--- src/rtl/core/lspm_pkg.sv ---
// ----------------------------------------------------------------------------
// lspm_pkg
// Shared constants, register indexes and the configuration struct.
// ----------------------------------------------------------------------------
`default_nettype none

package lspm_pkg;

    // Fixed-point formats
    localparam int SAMPLE_BITS = 12;
    localparam int FRAC_BITS   = 16;
    localparam int FILT_BITS   = SAMPLE_BITS + FRAC_BITS;
    localparam int WEIGHT_BITS = FRAC_BITS + 1;
    localparam int DUTY_BITS   = 16;

    localparam logic [WEIGHT_BITS-1:0] ONE_Q  = WEIGHT_BITS'(1) << FRAC_BITS;
    localparam logic [FILT_BITS:0]     HALF_Q = (FILT_BITS + 1)'(1) << (FRAC_BITS - 1);

    // Configuration port
    localparam int CFG_IDX_BITS  = 3;
    localparam int CFG_DATA_BITS = WEIGHT_BITS;

    localparam logic [CFG_IDX_BITS-1:0] REG_SENSOR_LOW  = 3'd0;
    localparam logic [CFG_IDX_BITS-1:0] REG_SENSOR_HIGH = 3'd1;
    localparam logic [CFG_IDX_BITS-1:0] REG_DUTY_LOW    = 3'd2;
    localparam logic [CFG_IDX_BITS-1:0] REG_DUTY_HIGH   = 3'd3;
    localparam logic [CFG_IDX_BITS-1:0] REG_WEIGHT      = 3'd4;
    localparam logic [CFG_IDX_BITS-1:0] REG_INVERT      = 3'd5;

    // Queue between front and back
    localparam int QUEUE_DEPTH = 2;
    localparam int QPTR_BITS   = $clog2(QUEUE_DEPTH);

    typedef struct packed {
        logic [SAMPLE_BITS-1:0] sensor_low;
        logic [SAMPLE_BITS-1:0] sensor_high;
        logic [DUTY_BITS-1:0]   duty_low;
        logic [DUTY_BITS-1:0]   duty_high;
        logic [WEIGHT_BITS-1:0] smoothing_weight;
        logic                   invert_mode;
    } t_cfg;

endpackage

`default_nettype wire

--- src/rtl/core/lspm_front.sv ---
// ----------------------------------------------------------------------------
// lspm_front
// Accepts sensor words and runs the exponential moving average filter.
// ----------------------------------------------------------------------------
`default_nettype none

module lspm_front
    import lspm_pkg::*;
(
    input  wire logic                   i_clk,
    input  wire logic                   i_rst_n,
    input  wire t_cfg                   i_cfg,
    input  wire logic                   i_valid,
    input  wire logic [SAMPLE_BITS-1:0] i_sample,
    output logic                        o_busy,
    output logic                        o_push,
    output logic [FILT_BITS-1:0]        o_push_data,
    input  wire logic                   i_full
);

    localparam int P1_BITS = WEIGHT_BITS + SAMPLE_BITS;
    localparam int P2_BITS = WEIGHT_BITS + FILT_BITS;

    localparam logic [1:0] FS_IDLE = 2'd0;
    localparam logic [1:0] FS_MUL  = 2'd1;
    localparam logic [1:0] FS_SUM  = 2'd2;
    localparam logic [1:0] FS_PUSH = 2'd3;

    logic [1:0]             r_state, n_state;
    logic                   r_primed;
    logic [FILT_BITS-1:0]   r_filt;
    logic [SAMPLE_BITS-1:0] r_x;
    logic [P1_BITS-1:0]     r_p1;
    logic [P2_BITS-1:0]     r_p2;

    logic [WEIGHT_BITS-1:0] w_weight;
    logic [WEIGHT_BITS-1:0] w_keep;
    logic [P1_BITS:0]       w_sum;
    logic                   w_accept;

    // weight above one acts as one
    assign w_weight = (i_cfg.smoothing_weight > ONE_Q) ? ONE_Q : i_cfg.smoothing_weight;
    assign w_keep   = ONE_Q - w_weight;
    assign w_sum    = {1'b0, r_p1} + {1'b0, r_p2[P2_BITS-1:FRAC_BITS]};

    assign w_accept    = i_valid && (r_state == FS_IDLE);
    assign o_busy      = (r_state != FS_IDLE);
    assign o_push      = (r_state == FS_PUSH) && !i_full;
    assign o_push_data = r_filt;

    // next state
    always_comb begin
        n_state = r_state;
        case (r_state)
            FS_IDLE: begin
                if (w_accept) begin
                    n_state = r_primed ? FS_MUL : FS_PUSH;
                end
            end
            FS_MUL:  n_state = FS_SUM;
            FS_SUM:  n_state = FS_PUSH;
            FS_PUSH: begin
                if (!i_full) begin
                    n_state = FS_IDLE;
                end
            end
            default: n_state = FS_IDLE;
        endcase
    end

    // control state
    always_ff @(posedge i_clk) begin
        if (!i_rst_n) begin
            r_state  <= FS_IDLE;
            r_primed <= 1'b0;
            r_filt   <= '0;
        end else begin
            r_state <= n_state;
            if (w_accept) begin
                r_primed <= 1'b1;
                // first word loads the filter directly
                if (!r_primed) begin
                    r_filt <= {i_sample, {FRAC_BITS{1'b0}}};
                end
            end
            if (r_state == FS_SUM) begin
                r_filt <= w_sum[FILT_BITS-1:0];
            end
        end
    end

    // sample capture and product registers
    always_ff @(posedge i_clk) begin
        if (w_accept) begin
            r_x <= i_sample;
        end
        if (r_state == FS_MUL) begin
            r_p1 <= w_weight * r_x;
            r_p2 <= w_keep * r_filt;
        end
    end

endmodule

`default_nettype wire

--- src/rtl/core/lspm_queue.sv ---
// ----------------------------------------------------------------------------
// lspm_queue
// Short queue of filtered levels between the filter and the mapping back end.
// ----------------------------------------------------------------------------
`default_nettype none

module lspm_queue
    import lspm_pkg::*;
(
    input  wire logic                 i_clk,
    input  wire logic                 i_rst_n,
    input  wire logic                 i_push,
    input  wire logic [FILT_BITS-1:0] i_data,
    input  wire logic                 i_pop,
    output logic [FILT_BITS-1:0]      o_data,
    output logic                      o_full,
    output logic                      o_empty
);

    logic [FILT_BITS-1:0] r_mem [QUEUE_DEPTH];
    logic [QPTR_BITS-1:0] r_wr_ptr;
    logic [QPTR_BITS-1:0] r_rd_ptr;
    logic [QPTR_BITS:0]   r_count;

    assign o_full  = (r_count == (QPTR_BITS + 1)'(QUEUE_DEPTH));
    assign o_empty = (r_count == '0);
    assign o_data  = r_mem[r_rd_ptr];

    // pointers and fill count
    always_ff @(posedge i_clk) begin
        if (!i_rst_n) begin
            r_wr_ptr <= '0;
            r_rd_ptr <= '0;
            r_count  <= '0;
        end else begin
            if (i_push) begin
                r_wr_ptr <= r_wr_ptr + 1'b1;
            end
            if (i_pop) begin
                r_rd_ptr <= r_rd_ptr + 1'b1;
            end
            if (i_push && !i_pop) begin
                r_count <= r_count + 1'b1;
            end else if (i_pop && !i_push) begin
                r_count <= r_count - 1'b1;
            end
        end
    end

    // storage
    always_ff @(posedge i_clk) begin
        if (i_push) begin
            r_mem[r_wr_ptr] <= i_data;
        end
    end

endmodule

`default_nettype wire

--- src/rtl/core/lspm_back.sv ---
// ----------------------------------------------------------------------------
// lspm_back
// Maps a filtered level onto a duty: serial divide, clamp, invert, scale.
// ----------------------------------------------------------------------------
`default_nettype none

module lspm_back
    import lspm_pkg::*;
(
    input  wire logic                   i_clk,
    input  wire logic                   i_rst_n,
    input  wire t_cfg                   i_cfg,
    input  wire logic [FILT_BITS-1:0]   i_filt,
    input  wire logic                   i_empty,
    output logic                        o_pop,
    output logic                        o_valid,
    output logic [DUTY_BITS-1:0]        o_duty,
    output logic [SAMPLE_BITS-1:0]      o_level,
    input  wire logic                   i_stall
);

    localparam int QUO_BITS = FRAC_BITS + 1;
    localparam int TOP_BITS = FILT_BITS - QUO_BITS;
    localparam int CNT_BITS = $clog2(QUO_BITS);
    localparam int ACC_BITS = DUTY_BITS + FRAC_BITS + 3;

    localparam logic [2:0] BS_IDLE = 3'd0;
    localparam logic [2:0] BS_DIV  = 3'd1;
    localparam logic [2:0] BS_FRAC = 3'd2;
    localparam logic [2:0] BS_MUL  = 3'd3;
    localparam logic [2:0] BS_SUM  = 3'd4;
    localparam logic [2:0] BS_OUT  = 3'd5;

    logic [2:0]                r_state;
    logic [CNT_BITS-1:0]       r_cnt;
    logic [SAMPLE_BITS-1:0]    r_rem;
    logic [QUO_BITS-1:0]       r_num;
    logic [QUO_BITS-1:0]       r_quo;
    logic [WEIGHT_BITS-1:0]    r_n;
    logic signed [ACC_BITS-1:0] r_prod;
    logic [DUTY_BITS-1:0]      r_duty;
    logic [SAMPLE_BITS-1:0]    r_level;
    logic                      r_out_valid;
    logic [DUTY_BITS-1:0]      r_out_duty;
    logic [SAMPLE_BITS-1:0]    r_out_level;

    logic                      w_empty_range;
    logic [SAMPLE_BITS-1:0]    w_span;
    logic [FILT_BITS-1:0]      w_base;
    logic [FILT_BITS-1:0]      w_num;
    logic [SAMPLE_BITS:0]      w_trial;
    logic                      w_ge;
    logic [FILT_BITS:0]        w_lvl_sum;
    logic [SAMPLE_BITS:0]      w_lvl;
    logic [WEIGHT_BITS-1:0]    w_clamped;
    logic signed [DUTY_BITS:0] w_diff;
    logic signed [ACC_BITS-1:0] w_acc;
    logic                      w_out_free;

    // range and numerator
    assign w_empty_range = (i_cfg.sensor_high <= i_cfg.sensor_low);
    assign w_span        = i_cfg.sensor_high - i_cfg.sensor_low;
    assign w_base        = {i_cfg.sensor_low, {FRAC_BITS{1'b0}}};
    assign w_num         = i_filt - w_base;

    // one restoring divide step
    assign w_trial = {r_rem, r_num[QUO_BITS-1]};
    assign w_ge    = (w_trial >= {1'b0, w_span});

    // rounded level, saturated
    assign w_lvl_sum = {1'b0, i_filt} + HALF_Q;
    assign w_lvl     = w_lvl_sum[FILT_BITS:FRAC_BITS];

    // fraction clamp and duty arithmetic
    assign w_clamped = (r_quo > ONE_Q) ? ONE_Q : r_quo;
    assign w_diff    = $signed({1'b0, i_cfg.duty_high}) - $signed({1'b0, i_cfg.duty_low});
    assign w_acc     = $signed({3'b000, i_cfg.duty_low, {FRAC_BITS{1'b0}}}) + r_prod
                     + $signed(ACC_BITS'(HALF_Q));

    assign w_out_free = !r_out_valid || !i_stall;
    assign o_pop      = (r_state == BS_IDLE) && !i_empty;

    assign o_valid = r_out_valid;
    assign o_duty  = r_out_duty;
    assign o_level = r_out_level;

    // sequencer
    always_ff @(posedge i_clk) begin
        if (!i_rst_n) begin
            r_state     <= BS_IDLE;
            r_out_valid <= 1'b0;
        end else begin
            case (r_state)
                BS_IDLE: begin
                    if (!i_empty) begin
                        if (w_empty_range) begin
                            r_state <= BS_OUT;
                        end else if ((i_filt <= w_base) ||
                                     ({1'b0, w_num[FILT_BITS-1:QUO_BITS]} >= w_span)) begin
                            r_state <= BS_FRAC;
                        end else begin
                            r_state <= BS_DIV;
                        end
                    end
                end
                BS_DIV: begin
                    if (r_cnt == '0) begin
                        r_state <= BS_FRAC;
                    end
                end
                BS_FRAC: r_state <= BS_MUL;
                BS_MUL:  r_state <= BS_SUM;
                BS_SUM:  r_state <= BS_OUT;
                BS_OUT: begin
                    if (w_out_free) begin
                        r_state <= BS_IDLE;
                    end
                end
                default: r_state <= BS_IDLE;
            endcase

            // output word register
            if ((r_state == BS_OUT) && w_out_free) begin
                r_out_valid <= 1'b1;
            end else if (!i_stall) begin
                r_out_valid <= 1'b0;
            end
        end
    end

    // datapath registers
    always_ff @(posedge i_clk) begin
        case (r_state)
            BS_IDLE: begin
                r_level <= w_lvl[SAMPLE_BITS] ? {SAMPLE_BITS{1'b1}} : w_lvl[SAMPLE_BITS-1:0];
                r_duty  <= i_cfg.duty_low;
                r_cnt   <= CNT_BITS'(QUO_BITS - 1);
                r_num   <= w_num[QUO_BITS-1:0];
                r_rem   <= {{(SAMPLE_BITS - TOP_BITS){1'b0}}, w_num[FILT_BITS-1:QUO_BITS]};
                // quotient at or above two: clamp to one
                r_quo   <= ((i_filt > w_base) &&
                            ({1'b0, w_num[FILT_BITS-1:QUO_BITS]} >= w_span)) ? ONE_Q : '0;
            end
            BS_DIV: begin
                r_rem <= w_ge ? SAMPLE_BITS'(w_trial - {1'b0, w_span})
                              : w_trial[SAMPLE_BITS-1:0];
                r_quo <= {r_quo[QUO_BITS-2:0], w_ge};
                r_num <= {r_num[QUO_BITS-2:0], 1'b0};
                r_cnt <= r_cnt - 1'b1;
            end
            BS_FRAC: begin
                r_n <= i_cfg.invert_mode ? (ONE_Q - w_clamped) : w_clamped;
            end
            BS_MUL: begin
                r_prod <= $signed({{(ACC_BITS - WEIGHT_BITS){1'b0}}, r_n})
                        * $signed({{(ACC_BITS - DUTY_BITS - 1){w_diff[DUTY_BITS]}}, w_diff});
            end
            BS_SUM: begin
                r_duty <= w_acc[DUTY_BITS+FRAC_BITS-1:FRAC_BITS];
            end
            BS_OUT: begin
                if (w_out_free) begin
                    r_out_duty  <= r_duty;
                    r_out_level <= r_level;
                end
            end
            default: begin
            end
        endcase
    end

endmodule

`default_nettype wire

--- src/rtl/core/light_sensor_to_pwm_mapper.sv ---
// ----------------------------------------------------------------------------
// light_sensor_to_pwm_mapper
// Path from accepted word to result: filter, queue pop, 17 divide steps, scale
// (fraction, multiply, sum), output register; shorter when the range is empty,
// when the divide is skipped at the range ends, or for the first word.
// The filter can take new words while the bit-serial divider works on older ones.
// Reset is synchronous: filter unprimed, registers to defaults, queue empty.
// ----------------------------------------------------------------------------
`default_nettype none

module light_sensor_to_pwm_mapper
    import lspm_pkg::*;
(
    input  wire logic                     i_clk,
    input  wire logic                     i_rst_n,
    input  wire logic                     i_cfg_we,
    input  wire logic [CFG_IDX_BITS-1:0]  i_cfg_idx,
    input  wire logic [CFG_DATA_BITS-1:0] i_cfg_data,
    input  wire logic                     i_in_valid,
    output logic                          o_in_stall,
    input  wire logic [SAMPLE_BITS-1:0]   i_sensor_sample,
    output logic                          o_out_valid,
    input  wire logic                     i_out_stall,
    output logic [DUTY_BITS-1:0]          o_duty_value,
    output logic [SAMPLE_BITS-1:0]        o_smoothed_level
);

    t_cfg                 r_cfg;
    logic                 w_front_busy;
    logic                 w_push;
    logic [FILT_BITS-1:0] w_push_data;
    logic                 w_pop;
    logic [FILT_BITS-1:0] w_pop_data;
    logic                 w_full;
    logic                 w_empty;

    assign o_in_stall = w_front_busy || !i_rst_n;

    // configuration registers
    always_ff @(posedge i_clk) begin
        if (!i_rst_n) begin
            r_cfg.sensor_low       <= '0;
            r_cfg.sensor_high      <= '1;
            r_cfg.duty_low         <= '0;
            r_cfg.duty_high        <= '1;
            r_cfg.smoothing_weight <= ONE_Q;
            r_cfg.invert_mode      <= 1'b0;
        end else if (i_cfg_we) begin
            case (i_cfg_idx)
                REG_SENSOR_LOW:  r_cfg.sensor_low       <= i_cfg_data[SAMPLE_BITS-1:0];
                REG_SENSOR_HIGH: r_cfg.sensor_high      <= i_cfg_data[SAMPLE_BITS-1:0];
                REG_DUTY_LOW:    r_cfg.duty_low         <= i_cfg_data[DUTY_BITS-1:0];
                REG_DUTY_HIGH:   r_cfg.duty_high        <= i_cfg_data[DUTY_BITS-1:0];
                REG_WEIGHT:      r_cfg.smoothing_weight <= i_cfg_data[WEIGHT_BITS-1:0];
                REG_INVERT:      r_cfg.invert_mode      <= i_cfg_data[0];
                default: begin
                end
            endcase
        end
    end

    lspm_front u_front (
        .i_clk       (i_clk),
        .i_rst_n     (i_rst_n),
        .i_cfg       (r_cfg),
        .i_valid     (i_in_valid && i_rst_n),
        .i_sample    (i_sensor_sample),
        .o_busy      (w_front_busy),
        .o_push      (w_push),
        .o_push_data (w_push_data),
        .i_full      (w_full)
    );

    lspm_queue u_queue (
        .i_clk   (i_clk),
        .i_rst_n (i_rst_n),
        .i_push  (w_push),
        .i_data  (w_push_data),
        .i_pop   (w_pop),
        .o_data  (w_pop_data),
        .o_full  (w_full),
        .o_empty (w_empty)
    );

    lspm_back u_back (
        .i_clk   (i_clk),
        .i_rst_n (i_rst_n),
        .i_cfg   (r_cfg),
        .i_filt  (w_pop_data),
        .i_empty (w_empty),
        .o_pop   (w_pop),
        .o_valid (o_out_valid),
        .o_duty  (o_duty_value),
        .o_level (o_smoothed_level),
        .i_stall (i_out_stall)
    );

endmodule

`default_nettype wire

--- config.mk ---
export PLATFORM = sky130hd
export DESIGN_NAME = light_sensor_to_pwm_mapper
export DESIGN_NICKNAME = d
export VERILOG_FILES = /design/src/rtl/core/lspm_pkg.sv /design/src/rtl/core/lspm_front.sv /design/src/rtl/core/lspm_queue.sv /design/src/rtl/core/lspm_back.sv /design/src/rtl/core/light_sensor_to_pwm_mapper.sv
export SDC_FILE = /design/constraint.sdc
export NUM_CORES = 2
export LEC_CHECK = 0
export BUFFER_PORTS_ARGS = -buffer_cell sky130_fd_sc_hd__buf_2
export CAP_MARGIN = 20
export CORE_MARGIN = 2
export CORE_UTILIZATION = 65
export CTS_BUF_LIST = sky130_fd_sc_hd__clkbuf_2
export CTS_CLUSTER_SIZE = 12
export DETAILED_ROUTE_END_ITERATION = 8
export HOLD_SLACK_MARGIN = 0.06
export PLACE_DENSITY = 0.92
export SYNTH_ARGS = -nofsm -noshare
export SYNTH_HDL_FRONTEND = slang
export SYNTH_SLANG_ARGS = --single-unit
export TNS_END_PERCENT = 50
--- constraint.sdc ---
create_clock -name i_clk -period 18.9 [get_ports i_clk]
set_input_delay 2.835 -clock i_clk [delete_from_list [all_inputs] [get_ports i_clk]]
set_output_delay 2.835 -clock i_clk [all_outputs]
set_load 0.01 [all_outputs]
; Yosys cells after proc, flatten, opt, wreduce, memory -nomap -nowiden
; Memory sizes are Yosys's and may differ from the RTL's. A register that Yosys moved wholly into a read port is not among the register bits.
; Cells that the tools add are included.
[op_classes]
add_sub_neg = 15
mul = 3
order_cmp = 7
n_eq_ne = 21
n_mux = 31
reduce_logical = 38
[ops]
columns = op, n
row1 = $mux 28, 3
row2 = $mux 17, 4
row3 = $pmux 17 s2, 2
row4 = $mul 17x28->44, 1
row5 = $gt 17x17->1 const B, 2
row6 = $sub 17x17->17 const A, 2
row7 = $add 32x17->32 const B, 1
row8 = $add 32x32->32, 1
row9 = $mul 18x17->32, 1
row10 = $pmux 16 s2, 1
row11 = $add 28x16->29 const B, 1
row12 = $add 28x28->28, 1
row13 = $gt 28x28->1, 1
row14 = $le 28x28->1, 1
row15 = $mul 17x12->28, 1
row16 = $sub 28x28->28, 1
row17 = $pmux 12 s2, 1
row18 = $sub 12x12->12, 2
row19 = $pmux 3 s6, 1
row20 = $reduce_and 2->1, 9
row21 = $sub 16x16->17, 1
row22 = $ge 13x12->1, 1
row23 = $eq 3x2->1 const B, 4
row24 = $eq 3x3->1 const B, 4
row25 = other kinds (25), 68
[word_totals]
ff_bits = 353
ram_bits = 56
in_bits = 37
out_inout_bits = 30
wordCells = 143
n_memories = 1
[mem_list]
columns = name, depth, word_bits, read_ports, rd_ports_with_merged_regs, write_ports, line_no
row1 = u_queue.r_mem, 2, 28, 1, 1, 1, lspm_queue.sv:20  ; logic [FILT_BITS-1:0] r_mem [QUEUE_DEPTH];

; Logic depth before layout (Yosys ltp)
[depth]
word_depth = 7
mapped_depth = 37
mapped_depth_nobuf = 37

; By module
; Synthesis repeated with hierarchy kept, for this count alone.
[unflattened]
hier_cells = 5223
area_unflattened_um2 = 49130.9
[by_module_without_submodules]
columns = module, instances, cells_each, area_per_inst_um2, seq_area_each_um2
row1 = lspm_front, 1, 2892, 25782.2, 2662.6
row2 = lspm_back, 1, 1935, 18168.7, 4314.1
row3 = light_sensor_to_pwm_mapper, 1, 287, 2936.6, 1481.4
row4 = lspm_queue, 1, 109, 2243.4, 1781.7

; Worst setup path before layout
; OpenSTA, ideal clock, no wires.
[synth_path]
path_kind = reg-to-reg
from = reg r_cfg[2] (netlist bit)
to = reg u_front.r_p2[43], data pin
setup_time_ns = 0.260
arrival_ns = 8.846
required_ns = 18.640
slack_ns = 9.794
path_stages_with_launch = 37
path_buffers = 4
period_less_slack_ns = 9.106
path_cell_list = dfxtp_1 or3_1 nor3_1 a41o_1 clkbuf_1 and2_1 clkbuf_1 buf_1 inv_1 ha_1 or4b_4 nor2_1 xnor2_1 clkbuf_1 nand2_1 fa_1 inv_1 fa_1 inv_1 fa_1 inv_1 fa_1 fa_1 inv_1 fa_1 inv_1 ha_1 a21oi_1 o21ai_0 o31a_1 a31oi_1 o21ai_0 a211oi_1 o21ai_0 o21a_1 nor2_1 xnor2_1
[synth_via]
elab_chain_len = 4
[synth_rtl]
columns = item, line_no
row1 = from (decl), light_sensor_to_pwm_mapper.sv:28  ; t_cfg r_cfg;
row2 = $gt 17x17->1, lspm_front.sv:42  ; assign w_weight = (i_cfg.smoothing_weight > ONE_Q) ? ONE_Q : i_cfg.smoothing_weight;
row3 = $mux 17 *, lspm_front.sv:42
row4 = $sub 17x17->17 *, lspm_front.sv:43  ; assign w_keep = ONE_Q - w_weight;
row5 = $mul 17x28->44 *, lspm_front.sv:99  ; r_p2 <= w_keep * r_filt;
row6 = to (signal assigned), lspm_front.sv:99
row7 = to (decl), lspm_front.sv:34  ; logic [P2_BITS-1:0] r_p2;
; Every way passes the cells marked *; elsewhere a longest branch is shown, timed or not.
; A chain may end at the register's enable or synchronous reset.

; Worst setup path after layout
[layout_path]
from = reg r_cfg[1] (netlist bit)
to = reg u_front.r_p2[43], data pin
; The elaborated chain is that of the path after synthesis.

==> metrics.txt <==
crit path max fanout=32; critical path required time=19,740 ps; synthesized net count=6,440; Worst Skew=135 ps; Port Buffer Count=66; Setup CP Type=reg -> reg; die span in y=277 um; largest net degree at the start of global routing=60; share of cells above drive strength 1=6.43%; htree depth=3; worst-margin pin slew=1160 ps; final period utilization=54.7%; CTS Buf Count=92; Cells on Worst Hold Path=0; Synth Warn #=0; main area contributors after synthesis=fa_1 32%, edfxtp_1 16%, ha_1 10%, inv_1 7.8%, nand2_1 7.3%; global-route wire length before repair=200,000 um; largest family of logic cells by synthesized area=adder cells; routed wire length=123,000 um; final antenna-violating net count=0; sequential area share after synthesis=21.2%; top cell type's share of synthesized area=31.6%; routability cong.=0.935; Post-Syn Area=0.0483 mm^2; Clock Sinks=379; Ports=67; core area=0.0741 mm^2; CTS root buffer=clkbuf_2; Post-synth ARST share=0%; Worst R2R Setup Slack=8570 ps; Nets=6,458; post-CTS sizing=0; worst hold path startpoint=u_back.r_duty[10]$_DFFE_PP_; Synth cell types=73; minimum clock period=10,330 ps; initial antenna violation count=6; Cell Rows=100; # hold bufs at CTS=0; synthesized area per cell=9.22 um^2; Post-route DRC=0; critical path launch point type=flip-flop; Syn Inst Count=5,242; DP HPWL=92,900 um; CTS tree=built; Final Cell Area=0.0507 mm^2; dpl ws=8790 ps; mux contribution to synthesized area=1.13%; Slew headroom=22.4%; Synth Area in XOR/XNOR=3.12%; Max Cap Viol=0; worst skew pair latency=1200 ps; endpoints failing hold=0; Post-synth top flop=edfxtp_1; DR vias=37,800; GRT overflow=0; drt wl/cell=19.5 um; critical register-to-register path endpoint=u_front.r_p2[43]$_DFFE_PN_; FF-to-FF path depth=33; post-synthesis compound-gate area fraction=6.44%; Total GRT Usage=32.8%; EDFF count, synth=265; register bit total from synthesis=379; hold path endpoint=u_back.o_duty[10]$_DFFE_PP_; CP Capture Type=flip-flop; final setup fails=0; Slew Viols, Final=0; CP delay by family, top=adder cells; Area after DPL=0.0498 mm^2; area share of and/or/nand/nor cells after synthesis=16.7%; Max stage delay on crit path=560 ps; RSZ-0062 raised after global routing=false; CP arrival=11,170 ps; die width=277 um; Via density=5.99; hold crit path type=reg -> reg; DRT iter0 DRCs=3,729; area leader, netlist=fa_1; vias in the first global route=40,500; Crit. Startpoint=r_cfg[1]$_SDFFE_PN0P_; Post CTS Setup Buffer Count=0; clock-pin slew on the worst setup and hold paths=120 ps; area grow syn2layout=4.93%; Starting Density=65.3%; die area=0.0766 mm^2; DRT Pass-1 Iters=7; fmax=0.0968 GHz; final setup margin=8570 ps; Crit-path slowest cell=dfxtp_1; Fin Setup TNS=0 ps; Synth Area in Adders=41.9%; worst r2r src=r_cfg[1]$_SDFFE_PN0P_; clock buffer depth=3; WP buf/inv=7; status=finished, final reports clean
[through the flow]
stage	utilization (%)	std cells	hold WS [ps]
after floorplan	-	5242	400
final	68.5	6310	313
after global routing	68.5	6310	321
after detailed placement	67.2	6131	405
after CTS	68.4	6301	272
after global placement	67.2	6129	401
[flip-flops by register name (all words and copies together), names as in the netlist, 2 cells and up, named ones only]
register and count:
r_cfg 74, u_back.o_duty 16, u_back.o_level 12, u_back.r_cnt 5, u_back.r_duty 16, u_back.r_level 12, u_back.r_n 17, u_back.r_num 17
u_back.r_prod 17, u_back.r_quo 17, u_back.r_rem 12, u_back.r_state 3, u_front.o_push_data 28, u_front.r_p1 28, u_front.r_p2 28, u_front.r_state 2
u_front.r_x 12, u_queue.r_count 2, u_queue.r_mem 56
[layout by cell type, fill, tap and decap left out, types with 72 or more instances in the layout]
cell      count
o21ai_0     121
inv_1      1002
fa_1        764
buf_4        72
dfxtp_1     113
nor2_1      172
and2_1      285
xnor2_1     105
clkbuf_2    133
a21oi_1     183
edfxtp_1    265
ha_1        395
nand2_1     939
[cells by family after synthesis]
logic type                 after synthesis
buffers and inverters                 1222
DFF                                    379
adders and majority gates             1161
xor gates and xnor gates               170
AOI/OAI and AO/OA                      508
and+or+nand+nor                       1749
muxes                                   53
[metal layers]
| metal | track usage (%) | wire [um] |
|---|---|---|
| met2 | 54.9 | 58600 |
| met3 | 6.89 | 13500 |
| met5 | 0 | 0 |
| met4 | 19.5 | 8200 |
| met1 | 39.2 | 42400 |
[area by class of cell]
cell class	instances	area [um^2]
Tap cell	969	1210
Timing Repair Buffer	143	968
Multi-Input combinational cell	3641	33700
Antenna cell	5	12.5
Fill cell	4980	23300
Sequential cell	379	10200
Clock inverter	37	193
Clock buffer	133	666
Inverter	1003	3760
[how the worst max path moves through the flow]
stage | slack (ps) | to | cells after the start
6_report | 8570 | u_front.r_p2[43]$_DFFE_PN_ | 33
5_1_grt | 8070 | u_front.r_p2[43]$_DFFE_PN_ | 33
4_1_cts | 8750 | u_front.r_p2[43]$_DFFE_PN_ | 32
3_5_place_dp | 8790 | u_front.r_p2[43]$_DFFE_PN_ | 32
3_3_place_gp | 9140 | u_front.r_p2[43]$_DFFE_PN_ | 33
2_1_floorplan | 9790 | u_front.r_p2[43]$_DFFE_PN_ | 36
[Yosys cell counts, drive strengths merged, types with 114 or more instances]
cell    count
a21oi     185
and2      287
clkbuf    199
dfxtp     114
edfxtp    265
fa        764
ha        397
inv      1003
nand2     939
nor2      175
o21ai     125
xnor2     114
[worst reg2reg max path, delay by kind of cell (launching register included)]
kind | cells | cell delay (ps)
fa+ha+maj | 8 | 3560
simple gates | 7 | 2050
xor+xnor | 2 | 250
buf+inv | 7 | 730
flops | 1 | 560
compound gates | 9 | 2960
Power is not shown: default switching activity piles up to over one toggle a cycle in this logic, so the estimate is an artifact.
